==> config.mk <==
export PLATFORM = sky130hd
export DESIGN_NAME = swsolv_div
export DESIGN_NICKNAME = d
export VERILOG_FILES = /design/src/sv/swsolv_pkg.sv /design/src/sv/swsolv_div.sv
export SDC_FILE = /design/constraint.sdc
export NUM_CORES = 1
export LEC_CHECK = 0
export BUFFER_PORTS_ARGS = -buffer_cell sky130_fd_sc_hd__clkbuf_2
export CORE_ASPECT_RATIO = 1.2
export CORE_MARGIN = 2
export CORE_UTILIZATION = 57
export CTS_BUF_LIST = sky130_fd_sc_hd__clkbuf_8 sky130_fd_sc_hd__clkbuf_16
export CTS_CLUSTER_SIZE = 24
export DETAILED_ROUTE_END_ITERATION = 12
export PLACE_DENSITY = 0.93
export SYNTH_ARGS = -nofsm -noshare
export SYNTH_HDL_FRONTEND = slang
export SYNTH_SLANG_ARGS = --single-unit
==> constraint.sdc <==
create_clock -name i_clk -period 5.87 [get_ports i_clk]
set_input_delay 0.587 -clock i_clk [delete_from_list [all_inputs] [get_ports i_clk]]
set_output_delay 0.587 -clock i_clk [all_outputs]
set_load 0.01 [all_outputs]
==> src/sv/swsolv_pkg.sv <==
// Shared types, constants and tables of the simplex weight solver.
// No dependencies; every other file of the block but swsolv_ifs refers to this package.
package swsolv_pkg;

    localparam int MAX_JOINTS = 16;
    localparam int SWEEPS     = 10;
    localparam int IW         = $clog2(MAX_JOINTS);
    localparam int JW         = $clog2(MAX_JOINTS + 1);
    localparam int SWW        = $clog2(SWEEPS + 1);
    localparam int SUMW       = 17 + IW;

    localparam logic [16:0] ONE_Q16 = 17'h10000;
    localparam longint      EPS_DEN = 64'd10737;
    localparam int          W_SAT   = 1 << 20;

    // Item queue between the front and the back end.
    localparam int QD  = 2;
    localparam int QAW = 1;

    // Shared divider: dividend and divisor widths, iteration counts.
    localparam int DIV_NW = 60;
    localparam int DIV_DW = 40;
    localparam int DIV_CW = $clog2(DIV_NW);
    localparam int DIV_BW = $clog2(DIV_NW + 1);
    localparam logic [DIV_BW-1:0] DIV_SHORT = DIV_BW'(33);
    localparam logic [DIV_BW-1:0] DIV_LONG  = DIV_BW'(60);

    typedef logic [IW-1:0] t_jidx;
    typedef logic [JW-1:0] t_jcnt;
    typedef logic [16:0]   t_share;
    typedef t_share        t_recip_tab [0:MAX_JOINTS];

    // Table of 65536 / m, used for equal shares and for the locked-joint direction.
    // Entry zero holds 65536 and is never used for a division.
    localparam t_recip_tab RECIP = '{
        17'd65536, 17'd65536, 17'd32768, 17'd21845, 17'd16384, 17'd13107,
        17'd10922, 17'd9362,  17'd8192,  17'd7281,  17'd6553,  17'd5957,
        17'd5461,  17'd5041,  17'd4681,  17'd4369,  17'd4096
    };

    typedef struct packed {
        logic               is_solve;
        logic               load_ok;
        t_jidx              idx;
        logic signed [31:0] x;
        logic signed [31:0] y;
        logic signed [31:0] z;
        t_share             total;
    } t_item;

    typedef struct packed {
        logic              start;
        logic [DIV_NW-1:0] num;
        logic [DIV_DW-1:0] den;
        logic [DIV_BW-1:0] bits;
    } t_div_req;

    typedef struct packed {
        logic              busy;
        logic              done;
        logic [DIV_NW-1:0] quo;
    } t_div_rsp;

endpackage

==> src/sv/swsolv_div.sv <==
// Shared restoring divider, one quotient bit per cycle, unsigned operands.
// Depends on swsolv_pkg for the request and response structs.
module swsolv_div (
    input  logic                  i_clk,
    input  logic                  i_rst_n,
    input  swsolv_pkg::t_div_req  i_req,
    output swsolv_pkg::t_div_rsp  o_rsp
);
    logic                          r_busy, r_done;
    logic [swsolv_pkg::DIV_NW-1:0] r_num, r_quo;
    logic [swsolv_pkg::DIV_DW-1:0] r_den, r_rem, n_rem;
    logic [swsolv_pkg::DIV_CW-1:0] r_cnt;
    logic [swsolv_pkg::DIV_DW:0]   w_rem2, w_diff;
    logic                          w_ge;

    always_comb begin
        w_rem2 = {r_rem, r_num[r_cnt]};
        w_diff = w_rem2 - {1'b0, r_den};
        w_ge   = (w_rem2 >= {1'b0, r_den});
        n_rem  = w_ge ? w_diff[swsolv_pkg::DIV_DW-1:0] : w_rem2[swsolv_pkg::DIV_DW-1:0];
    end

    assign o_rsp.busy = r_busy;
    assign o_rsp.done = r_done;
    assign o_rsp.quo  = r_quo;

    always_ff @(posedge i_clk) begin
        if (!i_rst_n) begin
            r_busy <= 1'b0;
            r_done <= 1'b0;
        end else begin
            r_done <= 1'b0;
            if (i_req.start) begin
                r_num  <= i_req.num;
                r_den  <= i_req.den;
                r_rem  <= '0;
                r_quo  <= '0;
                r_cnt  <= swsolv_pkg::DIV_CW'(i_req.bits - 1'b1);
                r_busy <= 1'b1;
            end else if (r_busy) begin
                r_rem <= n_rem;
                r_quo <= {r_quo[swsolv_pkg::DIV_NW-2:0], w_ge};
                if (r_cnt == '0) begin
                    r_busy <= 1'b0;
                    r_done <= 1'b1;
                end else begin
                    r_cnt <= r_cnt - 1'b1;
                end
            end
        end
    end
endmodule

==> results.txt, run 1 <==
WHS Path Cells = 1
final worst path period share = 87.4%
Sink Count = 208
Crit path required time = 6.10 ns
CP peak stage delay = 1.02 ns
Slowest-stage cell, CP = edfxtp_1
WP data arrival = 5.36 ns
n_diodes = 0
Final Wtd Congestion = 0.956
setup bufs post-CTS = 0
Worst Skew = 0.0193 ns
CTS Hold Bufs = 0
Vias = 7386
Max Cap Viol = 0
vias in the first global route = 7625
vias per cell = 5.96
crit-path cells = mux4_2 -> mux4_2 -> mux4_2 -> inv_1 -> ha_1 -> nand2b_1 -> a21oi_1 -> o211ai_1 -> nand4_1 -> a22oi_1 -> nand2_1 -> buf_4 -> mux2i_1 -> nor2_1
Seq cells post-synth = 208
Setup crit end kind = flip-flop
initial antenna violation count = 0
final setup fails = 0
Syn Area/Cell = 12.4 um2
Finished Layout Cells = 1240
area grow syn2layout = 16.4%
Remaining Overflow, GRT = 0
core area = 18000 um2
IO Port Bufs = 170
Slew Viols, Final = 0
Pwr Density = 323 nW/um2
io pins = 171
Clock transition at path regs = 0.06 ns
Setup CP Type = reg -> reg
number of buffers created by CTS = 22
Syn Inst Count = 840
DRT Wirelength = 22900 um
share of layout cells above drive strength 1 = 22.5%
CTS resizes = 0
Iteration-0 DRC Markers = 493
die area = 19300 um2
CTS root buffer = clkbuf_16
DP Cell Count = 1200
crit-path most repeated cell = mux4_2
# rows = 54
wire length per cell = 18.4 um
r2r startpoint = r_cnt[0]
pre-CTS WS = 0.786 ns
H-tree depth = 1
RSZ-0062 raised after global routing = false
final worst setup slack = 0.741 ns
Critical Path Start Type = flip-flop
nets@finish = 1151
Hold WC Path Type = in -> reg
WHS Endpoint = r_den[30]
worst slew pin tran = 1.02 ns
detailed placer's ending HPWL = 16000 um
Post-synth ARST share = 0%
worst skew pair latency = 0.52 ns
length of the first detailed-routing pass in iterations = 6
Hold Vio Cnt, Final = 0
sequential area share after synthesis = 60.0%
Die Y = 152 um
die span in x = 127 um
worst reg2reg endpoint = r_rem[7]
maximum vdd drop = 0.000287 V
fmax = 195 MHz
Synth Flop Type = edfxtp_1
Distinct cells, synth = 59
Starting Density = 57.5%
# DRC = 0
Syn Nets = 991
Pleak = 4.87 nW
post-layout min period = 5.13 ns
Max Fanout on Critical Path = 19
Slew HR = 31.7%
Setup TNS = 0 ns
clock buffer depth = 3
fin util = 67.0%
reg2reg path depth = 14
area of the mapped netlist = 10400 um2
Post-synth EDFFs = 206
status = complete, no violations
min-delay src = i_req[36]
TritonCTS clock tree = built
largest net degree at the start of global routing = 85
total track usage = 24.0%
Routed Antenna Nets = 0
Worst R2R Setup Slack = 0.74 ns
worst hold slack = 0.248 ns
Warnings, synthesis = 0
first-pass GRT wire length = 37400 um
[cells in the mapped netlist (6+ instances only)]
cell / number / area, um2
o21ai_0: 28 / 140
and3_1: 7 / 43.8
clkbuf_1: 25 / 93.8
mux4_2: 19 / 428
xor2_1: 10 / 87.6
nor3_1: 14 / 70.1
a21o_1: 14 / 105
o21bai_1: 7 / 52.6
nand4_1: 14 / 87.6
ha_1: 41 / 513
nand3_1: 17 / 85.1
edfxtp_1: 206 / 6190
nor2b_1: 63 / 394
a21oi_1: 65 / 325
nand2_1: 76 / 285
buf_2: 7 / 35.0
o211ai_1: 7 / 52.6
or4_1: 7 / 52.6
inv_1: 50 / 188
xnor2_1: 20 / 175
mux2i_1: 8 / 80.1
nor2_1: 42 / 158
and2_1: 6 / 37.5
a31oi_1: 9 / 56.3
a211oi_1: 11 / 82.6
o21a_1: 8 / 60.1
[where the power goes]
group          switching [mW]  total (mW)  internal (mW)
sequential             0.0609        1.84           1.77
clock                   0.561        1.32          0.755
combinational           0.440       0.752          0.311
[worst max-delay path by stage]
stage                  start        end  cells past startpoint
floorplan           r_cnt[0]  r_rem[38]                     16
global placement    r_cnt[0]  r_rem[38]                     14
detailed placement  r_cnt[0]   r_rem[7]                     13
CTS                 r_cnt[0]   r_rem[7]                     13
global route        r_cnt[0]   r_rem[7]                     14
finish              r_cnt[0]   r_rem[7]                     14
[routing by layer]
metal  GRT usage (%)  vias up  share of wire, %
li1                -     3460                 -
met1            28.2     3522                38
met2            42.0      330                51
met3            5.28       74               7.3
met4            10.7        0               3.8
met5               0        -                 0
[layout by cell type, fill, tap and decap left out, types with 17 or more instances in the layout]
cell,count
edfxtp_1,206
clkbuf_2,169
nand2_1,76
a21oi_1,65
nor2b_1,63
inv_1,57
nor2_1,42
ha_1,41
o21ai_0,28
clkbuf_16,22
xnor2_1,20
mux4_2,19
nand3_1,17
[final cells by class]
cell class | count | area [um2]
Clock buffer | 24 | 578
Clock inverter | 16 | 113
Fill cell | 1262 | 5960
Inverter | 51 | 191
Multi-Input combinational cell | 542 | 3800
Sequential cell | 208 | 6230
Tap cell | 224 | 280
Timing Repair Buffer | 175 | 891
[state kept, by name (all words and copies together), names as in the netlist]
signal	cells
r_num	60
r_quo	60
r_den	40
r_rem	40
r_cnt	6
r_busy	1
r_done	1
[per-stage QoR]
step                area (um2)  power (mW)
floorplan                10400        2.39
global placement         11400        2.56
detailed placement       11400        2.60
CTS                      12100        3.91
global route             12100        4.06
finish                   12100        3.90
[kinds of logic after synthesis]
family / share of synthesized area (%)
simple gates: 13.4
flops: 60.0
compound gates: 10.5
buf+inv: 3.48
fa+ha+maj: 5.14
xor+xnor: 2.53
mux: 4.90
[worst max-delay path: cells and delay by family, from the launching register on]
family	cells	cell delay (ns)
and+or+nand+nor	4	0.79
AOI/OAI and AO/OA	3	0.63
adders and majority gates	1	0.18
buffers and inverters	2	0.45
muxes	4	1.76
DFF	1	1.02
No activity file was read; power rests on OpenSTA's default activity.
==> run 2, diff against run 1 <==
CORE_UTILIZATION = 40   (was 57)
PLACE_DENSITY = 0.72   (was 0.93)
==> run 2 against run 1 <==
Non-clock buffer count stayed put. Via count shrank 4.7%. First-iteration DRC count down 17%. Clock skew up 0.0076 ns. Combinational power decreased by 2%. Core utilization decreased by 19 points. Critical endpoint is now r_rem[38].
==> results.txt, run 2 (synthesis results as in run 1) <==
status = complete, no violations
CP peak stage delay = 0.98 ns (-0.04 ns)
Slew HR = 26.4% (-5.4 points)
Slew Viols, Final = 0 (unchanged)
post-layout min period = 5.06 ns (-0.0711 ns)
Hold WC Path Type = in -> reg
die span in x = 151 um (+19%)
Pwr Density = 314 nW/um2 (-2.7%)
Sink Count = 208 (unchanged)
Vias = 7037 (-4.7%)
number of fill cells in the layout = 2315 (+83%)
Critical Path Start Type = flip-flop
WP data arrival = 5.33 ns (-0.03 ns)
RSZ-0062 raised after global routing = false
setup bufs post-CTS = 0 (unchanged)
Hold Vio Cnt, Final = 0 (unchanged)
Clock transition at path regs = 0.06 ns (about the same)
Max Cap Viol = 0 (unchanged)
Slowest-stage cell, CP = edfxtp_1
largest net degree at the start of global routing = 110 (+29%)
vias per cell = 5.23 (-12%)
DRT Wirelength = 22300 um (-2.6%)
Clock power frac = 32.8% (-0.9 points)
share of layout cells above drive strength 1 = 22.4% (-0.17 points)
worst hold slack = 0.230 ns (-0.0174 ns)
most frequent cells in the layout = 206 x edfxtp_1, 169 x clkbuf_2, 76 x nand2_1
final setup fails = 0 (unchanged)
IO Port Bufs = 170 (unchanged)
Max Fanout on Critical Path = 17 (-2)
Final Wtd Congestion = 0.862 (-9.8%)
first-pass GRT wire length = 36000 um (-3.7%)
clock buffer depth = 3 (unchanged)
H-tree depth = 1 (unchanged)
length of the first detailed-routing pass in iterations = 5 (-1)
crit-path cells = mux4_2 -> mux4_2 -> mux4_2 -> inv_1 -> ha_1 -> fa_1 -> nor2b_1 -> o2111a_1 -> o31a_1 -> a211o_1 -> a221o_1 -> a21oi_1 -> or4_1 -> nand4_1
Starting Density = 40.7% (-17 points)
total power = 3.82 mW (-2.1%)
n_diodes = 0 (unchanged)
Sequential Power Share = 47.9% (+0.9 points)
TritonCTS clock tree = built
Setup CP Type = reg -> reg
# rows = 64 (+19%)
Pint = 2.77 mW (-2.6%)
core area = 25500 um2 (+41%)
Setup TNS = 0 ns (unchanged)
nets@finish = 1151 (unchanged)
commonest non-fill, non-tap cell in the layout = edfxtp_1
final worst path period share = 86.2% (-1.2 points)
area grow syn2layout = 17.2%
fmax = 198 MHz (+1.4%)
worst skew pair latency = 0.53 ns (about the same)
Setup crit end kind = flip-flop
Routed Antenna Nets = 0 (unchanged)
sw frac = 27.6% (+0.40 points)
Combinational Power Share = 19.3% (about the same)
CTS resizes = 0 (unchanged)
maximum vdd drop = 0.000257 V (-10%)
Worst Skew = 0.0269 ns (+0.00764 ns)
detailed placer's ending HPWL = 15900 um (-0.96%)
Top delay family on crit path = multiplexers
die area = 27200 um2 (+41%)
Pleak = 4.83 nW (-0.88%)
Crit path required time = 6.15 ns (+0.05 ns)
vias in the first global route = 7020 (-7.9%)
Remaining Overflow, GRT = 0 (unchanged)
Iteration-0 DRC Markers = 409 (-17%)
CTS root buffer = clkbuf_16
Net Sw Power = 1.06 mW (-0.61%)
Top Registers = r_num: 60 flops, r_quo: 60 flops
Die Y = 180 um (+19%)
io pins = 171 (unchanged)
# DRC = 0 (unchanged)
wire length per cell = 16.6 um (-10%)
crit-path most repeated cell = mux4_2
worst slew pin tran = 1.10 ns (+0.0806 ns)
Crit path buffers/inverters = 1 (-1)
CTS Hold Bufs = 0 (unchanged)
number of buffers created by CTS = 22 (unchanged)
initial antenna violation count = 0 (unchanged)
total track usage = 16.4% (-7.6 points)
[run 2: changes by cell type in the layout (fill, tap and decap cells not counted)]
cell and delta:
clkinv_1 +3, inv_6 -1, inv_1 -2, clkinv_4 -1, bufinv_16 -1, clkbuf_8 -2
clkinvlp_4 +3
[run 2: path summary, 6_finish.rpt]
check,endpoint,start,slack [ns],depth (start not counted)
setup / recovery,r_rem[38],r_cnt[0],0.81,14
hold / removal,r_den[28],i_req[34],0.23,1
setup reg to reg,r_rem[38],r_cnt[0],0.81,14
hold reg to reg,r_done,r_busy,0.48,2
[run 2: metal layers]
metal | up-vias | GRT usage, % | routed length, um
met5 | - | 0 | 0
met4 | 0 | 4.56 | 481
met3 | 38 | 3.82 | 1310
met2 | 178 | 28.1 | 11100
met1 | 3367 | 20.6 | 9390
li1 | 3454 | - | -
[run 2: through the flow]
step | setup WS, ns | area, um2 | util [%] | cells
after CTS | 0.724 | 12200 | 47.8 | 1345
after floorplan | 0.943 | 10400 | - | 840
after global placement | 0.916 | 11500 | 45.2 | 1306
after global routing | 0.259 | 12200 | 47.8 | 1345
after detailed placement | 0.730 | 11500 | 45.2 | 1306
final | 0.812 | 12200 | 47.8 | 1345
[run 2: cell type report]
| type | count | area, um2 | area share (%) |
|---|---|---|---|
| clock buffers | 22 | 551 | 4.53 |
| clock inverters | 17 | 91.3 | 0.751 |
| inverters | 51 | 191 | 1.57 |
| multi-input cells | 542 | 3800 | 31.2 |
| flip-flops and latches | 208 | 6230 | 51.2 |
| well taps | 330 | 413 | 3.40 |
| repair buffers | 175 | 891 | 7.33 |
[run 2: power groups by stage]
stage / registers, mW / clock network, mW / logic, mW
CTS: 1.83 / 1.29 / 0.738
finish: 1.83 / 1.25 / 0.737
floorplan: 1.85 / 0 / 0.541
detailed placement: 1.86 / 0 / 0.733
global route: 1.84 / 1.35 / 0.822
global placement: 1.86 / 0 / 0.723
